===== src/design/hfc_pkg.sv =====
`timescale 1ns / 1ps
`default_nettype none
package hfc_pkg;
    typedef enum logic [1:0] {
        CMD_F32_TO_F16  = 2'd0,
        CMD_F16_TO_F32  = 2'd1,
        CMD_BF16_TO_F32 = 2'd2,
        CMD_UNUSED      = 2'd3
    } cmd_t;

    localparam int unsigned WordWidth = 32;
    localparam int unsigned CmdWidth  = 2;

    typedef struct packed {
        logic [CmdWidth-1:0]  command;
        logic [WordWidth-1:0] operand;
    } item_t;
endpackage
`default_nettype wire


===== src/design/hfc_narrow.sv =====
`timescale 1ns / 1ps
`default_nettype none
module hfc_narrow (
    input  wire logic [31:0] operand,
    output logic [15:0]      half
);
    import hfc_pkg::*;

    logic        sgn;
    logic [7:0]  bexp;
    logic [22:0] frac;
    logic signed [9:0] he;
    logic [23:0] sig;
    logic [4:0]  shamt;
    logic [23:0] shifted;
    logic [24:0] rnd_sub;
    logic [23:0] rnd_norm;
    logic [15:0] sub_res;
    logic [4:0]  he_inc;

    // field split and half exponent
    assign sgn  = operand[31];
    assign bexp = operand[30:23];
    assign frac = operand[22:0];
    assign he   = $signed({2'b00, bexp}) - 10'sd112;

    // subnormal path: shift first, then round at bit 13
    assign sig      = {1'b1, frac};
    assign shamt    = 5'(10'sd1 - he);
    assign shifted  = sig >> shamt;
    assign rnd_sub  = {1'b0, shifted} + 25'h0FFF + 25'(shifted[13]);
    assign sub_res  = {sgn, 15'(rnd_sub >> 13)};

    // normal path rounding
    assign rnd_norm = {1'b0, frac} + 24'h0FFF + 24'(frac[13]);
    assign he_inc   = he[4:0] + 5'd1;

    // select result
    always_comb
    begin
        if (bexp == 8'hff)
            half = {sgn, 5'h1f, (frac != 23'd0), 9'd0};
        else if (he >= 10'sd31)
            half = {sgn, 15'h7c00};
        else if (he <= 10'sd0)
        begin
            if (he < -10'sd10)
                half = {sgn, 15'd0};
            else
                half = sub_res;
        end
        else if (rnd_norm[23])
        begin
            if (he_inc == 5'h1f)
                half = {sgn, 15'h7c00};
            else
                half = {sgn, he_inc, 10'd0};
        end
        else
            half = {sgn, he[4:0], rnd_norm[22:13]};
    end
endmodule
`default_nettype wire


===== src/design/hfc_widen.sv =====
`timescale 1ns / 1ps
`default_nettype none
module hfc_widen (
    input  wire logic [15:0] half,
    output logic [31:0]      single
);
    import hfc_pkg::*;

    logic       sgn;
    logic [4:0] hexp;
    logic [9:0] frac;
    logic [3:0] lead;
    logic [9:0] nfrac;

    assign sgn  = half[15];
    assign hexp = half[14:10];
    assign frac = half[9:0];

    // normalizing shift of subnormal fraction (leading zero count plus one)
    always_comb
    begin
        lead = 4'd10;
        for (int i = 0; i < 10; i++)
            if (frac[i])
                lead = 4'(10 - i);
    end

    assign nfrac = 10'(frac << lead);

    always_comb
    begin
        if (hexp == 5'd0)
        begin
            if (frac == 10'd0)
                single = {sgn, 31'd0};
            else
                single = {sgn, 8'(8'd113 - {4'd0, lead}), nfrac, 13'd0};
        end
        else if (hexp == 5'h1f)
            single = {sgn, 8'hff, frac, 13'd0};
        else
            single = {sgn, 8'({3'd0, hexp} + 8'd112), frac, 13'd0};
    end
endmodule
`default_nettype wire


===== src/design/half_float_conversion_core.sv =====
`timescale 1ns / 1ps
`default_nettype none
// Converts one word per cycle between binary32, binary16 and bfloat16 bit
// patterns. Each beat is captured in an input register, converted by
// combinational logic and held in a result register, and a new beat is taken
// every cycle while the result side keeps up. Command 0 narrows binary32 to
// binary16 (round to nearest even, result in bits 15..0), command 1 widens
// binary16, command 2 widens bfloat16; command 3 returns zero.
module half_float_conversion_core (
    input  wire logic        clk,
    input  wire logic        rst_n,
    input  wire logic        s_tvalid,
    output logic             s_tready,
    input  wire logic [39:0] s_tdata,  // command [1:0], operand [33:2], zero [39:34]
    output logic             m_tvalid,
    input  wire logic        m_tready,
    output logic [31:0]      m_tdata   // converted [31:0]
);
    import hfc_pkg::*;

    logic        in_valid_reg;
    item_t       in_item_reg;
    logic        out_valid_reg;
    logic [31:0] out_data_reg;
    logic        adv;
    logic [15:0] narrow_res;
    logic [31:0] widen_res;
    logic [31:0] conv_next;

    // pipeline advance
    assign adv      = !out_valid_reg || m_tready;
    assign s_tready = !in_valid_reg || adv;

    // input register
    always_ff @(posedge clk or negedge rst_n)
    begin
        if (!rst_n)
            in_valid_reg <= 1'b0;
        else if (s_tready)
            in_valid_reg <= s_tvalid;
    end

    always_ff @(posedge clk)
    begin
        if (s_tready && s_tvalid)
        begin
            in_item_reg.command <= s_tdata[1:0];
            in_item_reg.operand <= s_tdata[33:2];
        end
    end

    hfc_narrow u_narrow (
        .operand (in_item_reg.operand),
        .half    (narrow_res)
    );

    hfc_widen u_widen (
        .half   (in_item_reg.operand[15:0]),
        .single (widen_res)
    );

    // command select
    always_comb
    begin
        unique case (cmd_t'(in_item_reg.command))
            CMD_F32_TO_F16:  conv_next = {16'd0, narrow_res};
            CMD_F16_TO_F32:  conv_next = widen_res;
            CMD_BF16_TO_F32: conv_next = {in_item_reg.operand[15:0], 16'd0};
            default:         conv_next = 32'd0;
        endcase
    end

    // result register
    always_ff @(posedge clk or negedge rst_n)
    begin
        if (!rst_n)
            out_valid_reg <= 1'b0;
        else if (adv)
            out_valid_reg <= in_valid_reg;
    end

    always_ff @(posedge clk)
    begin
        if (adv && in_valid_reg)
            out_data_reg <= conv_next;
    end

    assign m_tvalid = out_valid_reg;
    assign m_tdata  = out_data_reg;
endmodule
`default_nettype wire


===== config.mk =====
export PLATFORM = sky130hd
export DESIGN_NAME = half_float_conversion_core
export DESIGN_NICKNAME = d
export VERILOG_FILES = /design/src/design/hfc_pkg.sv /design/src/design/hfc_narrow.sv /design/src/design/hfc_widen.sv /design/src/design/half_float_conversion_core.sv
export SDC_FILE = /design/constraint.sdc
export NUM_CORES = 1
export LEC_CHECK = 0
export BUFFER_PORTS_ARGS = -buffer_cell sky130_fd_sc_hd__buf_2
export CORE_ASPECT_RATIO = 1.1
export CORE_MARGIN = 1
export CORE_UTILIZATION = 45
export DETAILED_ROUTE_END_ITERATION = 8
export GPL_TIMING_DRIVEN = 0
export HOLD_SLACK_MARGIN = 0.02
export PLACE_DENSITY_LB_ADDON = 0.25
export SYNTH_ARGS = -nofsm -noshare
export SYNTH_HDL_FRONTEND = slang
export SYNTH_SLANG_ARGS = --single-unit

===== constraint.sdc =====
create_clock -name clk -period 3.96 [get_ports clk]
set_input_delay 0.594 -clock clk [delete_from_list [all_inputs] [get_ports clk]]
set_output_delay 0.594 -clock clk [all_outputs]
set_load 0.01 [all_outputs]

==> impl_metrics.prom, run 1 <==
# TYPE chip_impl_metric gauge
chip_impl_metric{name="fillCellCount",unit=""} 1032
chip_impl_info{name="path_common_cell",value="sky130_fd_sc_hd__buf_12"} 1
chip_impl_metric{name="synth-seq-area-share",unit="%"} 40.09
chip_impl_info{name="reg2reg_to",value="m_tdata[8]"} 1
chip_impl_metric{name="path_clk_slew",unit="ns"} 0.06
chip_impl_metric{name="wire_per_inst",unit="um"} 17.79
chip_impl_metric{name="vdd_drop_max",unit="V"} 0.0001830
chip_impl_metric{name="cts_buffers",unit=""} 9
chip_impl_metric{name="clock_insertion_delay_worst_skew",unit="ns"} 0.34
chip_impl_metric{name="yosys.cell_types.count",unit=""} 65
chip_impl_info{name="rsz_0062_raised_after_global_routing",value="no"} 1
chip_impl_info{name="cts.root.buffer_cell",value="sky130_fd_sc_hd__clkbuf_16"} 1
chip_impl_metric{name="seqCellArea",unit="sq mm"} 0.002032
chip_impl_metric{name="worst_r2r_path_depth",unit=""} 16
chip_impl_metric{name="finalMaxSlewViolations",unit=""} 0
chip_impl_metric{name="initial_core_util",unit="%"} 46.24
chip_impl_metric{name="synthesis.instances",unit=""} 532
chip_impl_info{name="min-delay-path-class",value="in2async"} 1
chip_impl_metric{name="post-place-ws",unit="ns"} -0.09394
chip_impl_metric{name="finish_stage_setup_viols",unit=""} 0
chip_impl_metric{name="cts_num_sinks",unit=""} 68
chip_impl_metric{name="r2r_setup_slack",unit="ns"} 0.26
chip_impl_metric{name="top_level_ports",unit=""} 78
chip_impl_info{name="crit-reg2reg-launch",value="in_item_reg[24]"} 1
chip_impl_metric{name="n_antenna_cell",unit=""} 0
chip_impl_metric{name="first_global_vias",unit=""} 4266
chip_impl_metric{name="data_required_time_at_the_worst_endpoint",unit="ns"} 4.13
chip_impl_metric{name="timing_hold_violations_final",unit=""} 0
chip_impl_metric{name="nets",unit=""} 669
chip_impl_metric{name="grt_remaining_overflow",unit=""} 0
chip_impl_metric{name="global_route_wire_length_before_repair",unit="um"} 22050
chip_impl_metric{name="grt_antenna_before_repair",unit=""} 0
chip_impl_metric{name="port-buffer-count",unit=""} 71
chip_impl_metric{name="report.power.total",unit="mW"} 2.211
chip_impl_metric{name="track_usage",unit="%"} 24.98
chip_impl_metric{name="power.net_switching",unit="mW"} 0.6286
chip_impl_metric{name="avgViaCountPerCell",unit=""} 5.941
chip_impl_info{name="status",value="finished, final reports clean"} 1
chip_impl_metric{name="power.static_leakage",unit="nW"} 2.282
chip_impl_metric{name="floorplan.core_area",unit="sq mm"} 0.01096
chip_impl_metric{name="placement_rows",unit=""} 40
chip_impl_metric{name="async_reset_ff_share",unit="%"} 2.941
chip_impl_metric{name="timing.critical_path.buf_inv",unit=""} 8
chip_impl_metric{name="routed_wl",unit="um"} 13660
chip_impl_metric{name="maximum_fanout_count_along_the_critical_path",unit=""} 10
chip_impl_info{name="crit_family",value="buffers and inverters"} 1
chip_impl_metric{name="critical-path-max-stage-delay",unit="ns"} 0.42
chip_impl_metric{name="maximum_number_of_buffers_from_clock_root_to_sink",unit=""} 2
chip_impl_info{name="critical_path.cell_chain",value="buf_6 -> buf_12 -> buf_12 -> clkinvlp_4 -> ha_1 -> buf_2 -> inv_1 -> clkbuf_2 -> nand3_1 -> a31oi_2 -> nand4_4 -> nor4b_4 -> buf_4 -> nand2_1 -> xor2_1 -> o32ai_2"} 1
chip_impl_metric{name="route.antenna.remaining_nets",unit=""} 0
chip_impl_metric{name="internal-power",unit="mW"} 1.582
chip_impl_metric{name="pwr-share-clk",unit="%"} 37.5
chip_impl_metric{name="vias",unit=""} 4563
chip_impl_info{name="worst_path_cell_with_the_longest_stage_delay",value="sky130_fd_sc_hd__edfxtp_1"} 1
chip_impl_metric{name="multi_input_area",unit="sq mm"} 0.002758
chip_impl_metric{name="detailed_place_hpwl",unit="um"} 10020
chip_impl_metric{name="max_capacitance_violation_count",unit=""} 0
chip_impl_metric{name="netlist_area_before_placement",unit="sq mm"} 0.005069
chip_impl_info{name="cp-start-kind",value="flop"} 1
chip_impl_metric{name="largest_register_ff_count",unit=""} 34
chip_impl_metric{name="setup_slack",unit="ns"} 0.2633
chip_impl_metric{name="die-height",unit="um"} 113.3
chip_impl_metric{name="edff_count_synth",unit=""} 66
chip_impl_metric{name="period_share",unit="%"} 93.35
chip_impl_metric{name="period_needed",unit="ns"} 3.697
chip_impl_metric{name="finalWeightedCongestion",unit=""} 0.9146
chip_impl_metric{name="worst_pin_slew",unit="ns"} 1.292
chip_impl_metric{name="post_layout_nonfiller_instances",unit=""} 768
chip_impl_metric{name="chipWidth",unit="um"} 103.2
chip_impl_metric{name="htreeDepth",unit=""} 3
chip_impl_metric{name="powerDensity",unit="mW/mm^2"} 371.6
chip_impl_metric{name="final_layout_size_suffix_gt1_share",unit="%"} 20.61
chip_impl_metric{name="slew_headroom",unit="%"} 13.83
chip_impl_metric{name="sw_frac_of_total",unit="%"} 28.44
chip_impl_metric{name="yosysWarningCount",unit=""} 0
chip_impl_metric{name="critical_path_arrival",unit="ns"} 3.86
chip_impl_metric{name="postSynthNetCount",unit=""} 585
chip_impl_metric{name="largest_net_degree_at_the_start_of_global_routing",unit=""} 35
chip_impl_metric{name="drt_pass1_iterations",unit=""} 5
chip_impl_metric{name="yosys_register_bits",unit=""} 68
chip_impl_metric{name="core_occupancy_in_the_finished_layout",unit="%"} 54.28
chip_impl_metric{name="share_seq_of_total_power",unit="%"} 39.9
chip_impl_metric{name="area_growth_syn_to_layout",unit="%"} 17.38
chip_impl_info{name="setup.worst_path.class",value="reg2reg"} 1
chip_impl_metric{name="die_area",unit="sq mm"} 0.01169
chip_impl_info{name="tritoncts",value="yes"} 1
chip_impl_metric{name="drc",unit=""} 0
chip_impl_metric{name="pwr-share-comb",unit="%"} 22.6
chip_impl_metric{name="dpl.cell_count",unit=""} 750
chip_impl_metric{name="max_freq",unit="MHz"} 270.5
chip_impl_info{name="critical_path.endpoint_type",value="flop"} 1
chip_impl_info{name="synthFlopType",value="sky130_fd_sc_hd__edfxtp_1"} 1
chip_impl_metric{name="finalHoldWorstSlack",unit="ns"} 0.03099
chip_impl_metric{name="syn-mean-instance-area",unit="sq um"} 9.527
chip_impl_metric{name="maximum_clock_skew_at_final_layout",unit="ns"} 0.01027
chip_impl_metric{name="drt_iter0_drc",unit=""} 275
==> repair_timing <==
| action | in CTS | in global routing |
|---|---|---|
| hold buffers | 0 | 0 |
| endpoints found under the setup margin | 3 | 6 |
| buffers inserted | 0 | 2 |
| pin swaps | 0 | 1 |
| resized for setup | 2 | 4 |
==> cell usage in the layout (no fill, tap or decap), drive strengths merged, types with 18 or more instances in the layout <==
cell and instances:
buf 84, edfxtp 66, nand2 58, clkbuf 50, a21oi 38, nor2 29, o21ai 29, mux2i 27
nor3 21, nand3 18
==> area by class of cell <==
type	count	share of cell area, %
multi-input combinational	401	46.35
sequential	68	34.15
buffer	46	3.870
tap	147	3.091
clock inverter	1	0.5047
clock buffer	15	4.669
timing repair buffer	73	6.225
inverter	17	1.136
==> how the worst max path moves through the flow <==
stage                     from  cells past startpoint    endpoint
2_1_floorplan  in_item_reg[24]                     15  m_tdata[9]
3_3_place_gp   in_item_reg[24]                     15  m_tdata[8]
3_5_place_dp   in_item_reg[24]                     15  m_tdata[9]
4_1_cts        in_item_reg[24]                     13  m_tdata[9]
5_1_grt        in_item_reg[23]                     12  m_tdata[0]
6_report       in_item_reg[24]                     16  m_tdata[8]
==> per-layer routing <==
metal	track usage (%)	vias up	wire, um
met5	0	-	0
met4	11.74	0	318
met3	3.150	26	783
met2	37.60	200	6213
met1	35.49	2162	6343
li1	-	2175	-
==> Yosys cell counts (3+ instances only) <==
cell type | count | area, sq um
sky130_fd_sc_hd__a211oi_1 | 9 | 67.56
sky130_fd_sc_hd__a21oi_1 | 38 | 190.2
sky130_fd_sc_hd__a221oi_1 | 6 | 52.55
sky130_fd_sc_hd__a22oi_1 | 4 | 30.03
sky130_fd_sc_hd__a31oi_1 | 9 | 56.30
sky130_fd_sc_hd__and2_1 | 5 | 31.28
sky130_fd_sc_hd__and3_1 | 13 | 81.33
sky130_fd_sc_hd__buf_1 | 3 | 11.26
sky130_fd_sc_hd__buf_2 | 3 | 15.01
sky130_fd_sc_hd__clkbuf_1 | 35 | 131.4
sky130_fd_sc_hd__edfxtp_1 | 66 | 1982
sky130_fd_sc_hd__ha_1 | 9 | 112.6
sky130_fd_sc_hd__inv_1 | 15 | 56.30
sky130_fd_sc_hd__mux2_2 | 7 | 78.83
sky130_fd_sc_hd__mux2i_1 | 27 | 270.3
sky130_fd_sc_hd__mux4_1 | 4 | 105.1
sky130_fd_sc_hd__mux4_2 | 3 | 67.56
sky130_fd_sc_hd__nand2_1 | 58 | 217.7
sky130_fd_sc_hd__nand2b_1 | 8 | 50.05
sky130_fd_sc_hd__nand3_1 | 18 | 90.09
sky130_fd_sc_hd__nand4_1 | 8 | 50.05
sky130_fd_sc_hd__nor2_1 | 29 | 108.9
sky130_fd_sc_hd__nor2b_1 | 11 | 68.82
sky130_fd_sc_hd__nor3_1 | 20 | 100.1
sky130_fd_sc_hd__nor4_1 | 3 | 18.77
sky130_fd_sc_hd__o211ai_1 | 5 | 37.54
sky130_fd_sc_hd__o21ai_0 | 28 | 140.1
sky130_fd_sc_hd__o22ai_1 | 10 | 62.56
sky130_fd_sc_hd__o31ai_1 | 4 | 30.03
sky130_fd_sc_hd__or2_2 | 5 | 31.28
sky130_fd_sc_hd__xnor2_1 | 11 | 96.34
sky130_fd_sc_hd__xor2_1 | 14 | 122.6
==> stage by stage <==
stage / setup TNS [ns] / instance area (sq um)
2_1_floorplan: 0 / 5069
3_3_place_gp: -0.1099 / 5608
3_5_place_dp: -0.2105 / 5608
4_1_cts: 0 / 5923
5_1_grt: 0 / 5949
6_report: 0 / 5949
==> worst reg2reg max path: cells and delay by family (launching register included) <==
family,cells,cell delay [ns]
XOR/XNOR,1,0.18
AO/OA/AOI/OAI,2,0.49
flip-flops,1,0.42
AND/OR/NAND/NOR,4,0.62
adder cells (fa/ha/maj),1,0.33
buffers and inverters,8,1.48
==> logic make-up after synthesis <==
group                    count (synthesis)  share of synthesized area [%]
adder cells (fa/ha/maj)                  9                          2.222
buffers and inverters                   63                          5.751
AO/OA/AOI/OAI                          137                          17.77
flip-flops                              68                          40.09
multiplexers                            41                          10.29
XOR/XNOR                                27                          4.962
AND/OR/NAND/NOR                        187                          18.91
==> power by group through the flow <==
stage	clock, mW	sequential [mW]	combinational [mW]
floorplan	0	0.906	0.330
finish	0.829	0.881	0.501
CTS	0.835	0.882	0.492
global placement	0	0.895	0.486
detailed placement	0	0.896	0.487
global route	0.865	0.889	0.546
(Power assumes the default switching activity.)
==> inputs of run 2 (changes only) <==
REMOVE_ABC_BUFFERS = 1   (was unset)
==> run 2 against run 1 <==
Sequential power is 5.4% higher. Cell count is 5.5% lower. Register-to-register slack better by 0.05 ns. Worst setup slack better by 0.052 ns. Critical path depth is 5 lower. Clock skew is 0.0042 ns lower. Sequential cell count stayed put. Largest power group unchanged.
==> impl_metrics.prom, run 2 (synthesized netlist as in run 1, its figures left out) <==
# TYPE chip_impl_metric gauge
chip_impl_metric{name="vdd_drop_max",unit="V"} 0.0002100
chip_impl_metric{name="track_usage",unit="%"} 22.06
chip_impl_metric{name="port-buffer-count",unit=""} 71
chip_impl_metric{name="max_capacitance_violation_count",unit=""} 0
chip_impl_metric{name="finalHoldWorstSlack",unit="ns"} 0.4212
chip_impl_info{name="crit-reg2reg-launch",value="in_item_reg[24]"} 1
chip_impl_metric{name="worst_r2r_path_depth",unit=""} 11
chip_impl_metric{name="report.power.total",unit="mW"} 2.173
chip_impl_metric{name="maximum_fanout_count_along_the_critical_path",unit=""} 28
chip_impl_metric{name="top_level_ports",unit=""} 78
chip_impl_metric{name="maximum_clock_skew_at_final_layout",unit="ns"} 0.006109
chip_impl_metric{name="finalMaxSlewViolations",unit=""} 0
chip_impl_metric{name="cts_buffers",unit=""} 9
chip_impl_metric{name="data_required_time_at_the_worst_endpoint",unit="ns"} 4.13
chip_impl_metric{name="cts_num_sinks",unit=""} 68
chip_impl_metric{name="first_global_vias",unit=""} 3927
chip_impl_metric{name="vias",unit=""} 4308
chip_impl_info{name="critical_path.endpoint_type",value="flop"} 1
chip_impl_metric{name="maximum_number_of_buffers_from_clock_root_to_sink",unit=""} 2
chip_impl_metric{name="nets",unit=""} 627
chip_impl_metric{name="drt_iter0_drc",unit=""} 449
chip_impl_metric{name="power.static_leakage",unit="nW"} 2.219
chip_impl_info{name="status",value="finished, final reports clean"} 1
chip_impl_metric{name="global_route_wire_length_before_repair",unit="um"} 19780
chip_impl_info{name="crit_path_end",value="m_tdata[8]"} 1
chip_impl_metric{name="routed_wl",unit="um"} 12260
chip_impl_metric{name="placement_rows",unit=""} 40
chip_impl_metric{name="post_dp_cell_area",unit="sq mm"} 0.005449
chip_impl_metric{name="finish_stage_setup_viols",unit=""} 0
chip_impl_metric{name="drc",unit=""} 0
chip_impl_metric{name="largest_register_ff_count",unit=""} 34
chip_impl_metric{name="grt_remaining_overflow",unit=""} 0
chip_impl_metric{name="detailed_place_hpwl",unit="um"} 8581
chip_impl_metric{name="n_antenna_cell",unit=""} 0
chip_impl_info{name="tritoncts",value="yes"} 1
chip_impl_metric{name="stdcell_area",unit="sq mm"} 0.005806
chip_impl_info{name="critPathLaunch",value="in_item_reg[24]"} 1
chip_impl_metric{name="avgViaCountPerCell",unit=""} 5.934
chip_impl_metric{name="floorplan.core_area",unit="sq mm"} 0.01096
chip_impl_metric{name="wire_per_inst",unit="um"} 16.89
chip_impl_metric{name="powerDensity",unit="mW/mm^2"} 374.3
chip_impl_metric{name="final_layout_size_suffix_gt1_share",unit="%"} 21.24
chip_impl_metric{name="die-height",unit="um"} 113.3
chip_impl_metric{name="period_needed",unit="ns"} 3.645
chip_impl_info{name="cts.root.buffer_cell",value="sky130_fd_sc_hd__clkbuf_16"} 1
chip_impl_metric{name="clock_insertion_delay_worst_skew",unit="ns"} 0.34
chip_impl_info{name="cp-start-kind",value="flop"} 1
chip_impl_metric{name="finalWeightedCongestion",unit=""} 0.9359
chip_impl_metric{name="area_growth_syn_to_layout",unit="%"} 14.54
chip_impl_metric{name="worst_pin_slew",unit="ns"} 0.9106
chip_impl_metric{name="drt_pass1_iterations",unit=""} 5
chip_impl_info{name="min-delay-path-class",value="in2reg"} 1
chip_impl_metric{name="timing_hold_violations_final",unit=""} 0
chip_impl_info{name="most-common-layout-cells",value="sky130_fd_sc_hd__buf_2, sky130_fd_sc_hd__edfxtp_1, sky130_fd_sc_hd__nand2_1"} 1
chip_impl_metric{name="initial_core_util",unit="%"} 46.24
chip_impl_metric{name="chipWidth",unit="um"} 103.2
chip_impl_metric{name="grt_antenna_before_repair",unit=""} 0
chip_impl_info{name="reg2reg_to",value="m_tdata[8]"} 1
chip_impl_metric{name="r2r_setup_slack",unit="ns"} 0.31
chip_impl_metric{name="critical_path_arrival",unit="ns"} 3.81
chip_impl_metric{name="slew_headroom",unit="%"} 39.17
chip_impl_metric{name="path_clk_slew",unit="ns"} 0.06
chip_impl_metric{name="htreeDepth",unit=""} 3
chip_impl_info{name="setup.worst_path.class",value="reg2reg"} 1
chip_impl_metric{name="route.antenna.remaining_nets",unit=""} 0
chip_impl_info{name="rsz_0062_raised_after_global_routing",value="no"} 1
chip_impl_metric{name="period_share",unit="%"} 92.05
chip_impl_metric{name="die_area",unit="sq mm"} 0.01169
chip_impl_metric{name="largest_net_degree_at_the_start_of_global_routing",unit=""} 35
chip_impl_info{name="layout_commonest_cell",value="sky130_fd_sc_hd__buf_2"} 1
chip_impl_metric{name="max_freq",unit="MHz"} 274.3
## run 2: cell types whose count changed in the layout (fill, tap and decap cells not counted), moves of 2 or more
| cell | previous run | this run |
|---|---|---|
| sky130_fd_sc_hd__buf_1 | 3 | 0 |
| sky130_fd_sc_hd__clkbuf_2 | 2 | 0 |
| sky130_fd_sc_hd__buf_16 | 0 | 2 |
| sky130_fd_sc_hd__buf_2 | 74 | 71 |
| sky130_fd_sc_hd__buf_12 | 2 | 0 |
| sky130_fd_sc_hd__clkbuf_1 | 36 | 2 |
## run 2: how the worst min path moves through the flow
| stage | start | end | slack (ns) | cells after the start |
|---|---|---|---|---|
| detailed placement | rst_n | m_tvalid | 0.38 | 1 |
| CTS | s_tdata[17] | in_item_reg[15] | 0.42 | 1 |
| finish | s_tdata[0] | in_item_reg[32] | 0.42 | 1 |
| floorplan | rst_n | in_valid_reg | 0.30 | 0 |
| global placement | rst_n | m_tvalid | 0.38 | 1 |
| global route | s_tdata[17] | in_item_reg[15] | 0.42 | 1 |
## run 2: power by group
group	internal [mW]	switching, mW	leakage, nW
sequential	0.858	0.0717	0.667
clock	0.523	0.291	0.146
combinational	0.180	0.251	1.41
## run 2: area by class of cell
class	count	area (sq um)
tap	147	183.9
sequential	68	2032
clock inverter	3	46.29
inverter	17	63.81
multi-input combinational	401	2773
timing repair buffer	77	446.7
fill	986	5155
clock buffer	13	260.3
## run 2: what timing repair did
action,in CTS,in global routing
endpoints found under the hold margin,2,0
hold buffers,1,0
setup endpoints to repair,7,10
cloned,0,0
gates resized for setup,2,1
setup buffers,1,1
## run 2: metrics by stage
step,worst slack [ns],utilization (%),setup TNS (ns),std cells
final,0.3150,52.97,0,726
after global routing,0.1041,52.97,0,726
after CTS,0.1705,52.79,0,725
after detailed placement,-0.6892,49.71,-3.129,707
after global placement,-1.861,49.09,-16.78,704
after floorplan,-0.5805,-,-3.335,486
## run 2: worst max-delay path, stage by stage, from the launching register on
cell and delay, ns:
sky130_fd_sc_hd__edfxtp_1 0.46, sky130_fd_sc_hd__buf_16 0.21, sky130_fd_sc_hd__inv_1 0.30, sky130_fd_sc_hd__ha_4 0.35, sky130_fd_sc_hd__inv_1 0.39, sky130_fd_sc_hd__mux2i_1 0.15
sky130_fd_sc_hd__a221oi_2 0.45, sky130_fd_sc_hd__nand2_1 0.16, sky130_fd_sc_hd__nor4b_4 0.42, sky130_fd_sc_hd__nand2_1 0.13, sky130_fd_sc_hd__xor2_1 0.17, sky130_fd_sc_hd__o32ai_2 0.27
## run 2: layer usage
metal	vias to the layer above	wire length (um)	track usage, %
met5	-	0	0
met4	0	305	8.545
met3	25	817	4.509
met2	184	5571	32.93
met1	2023	5567	31.26
li1	2076	-	-
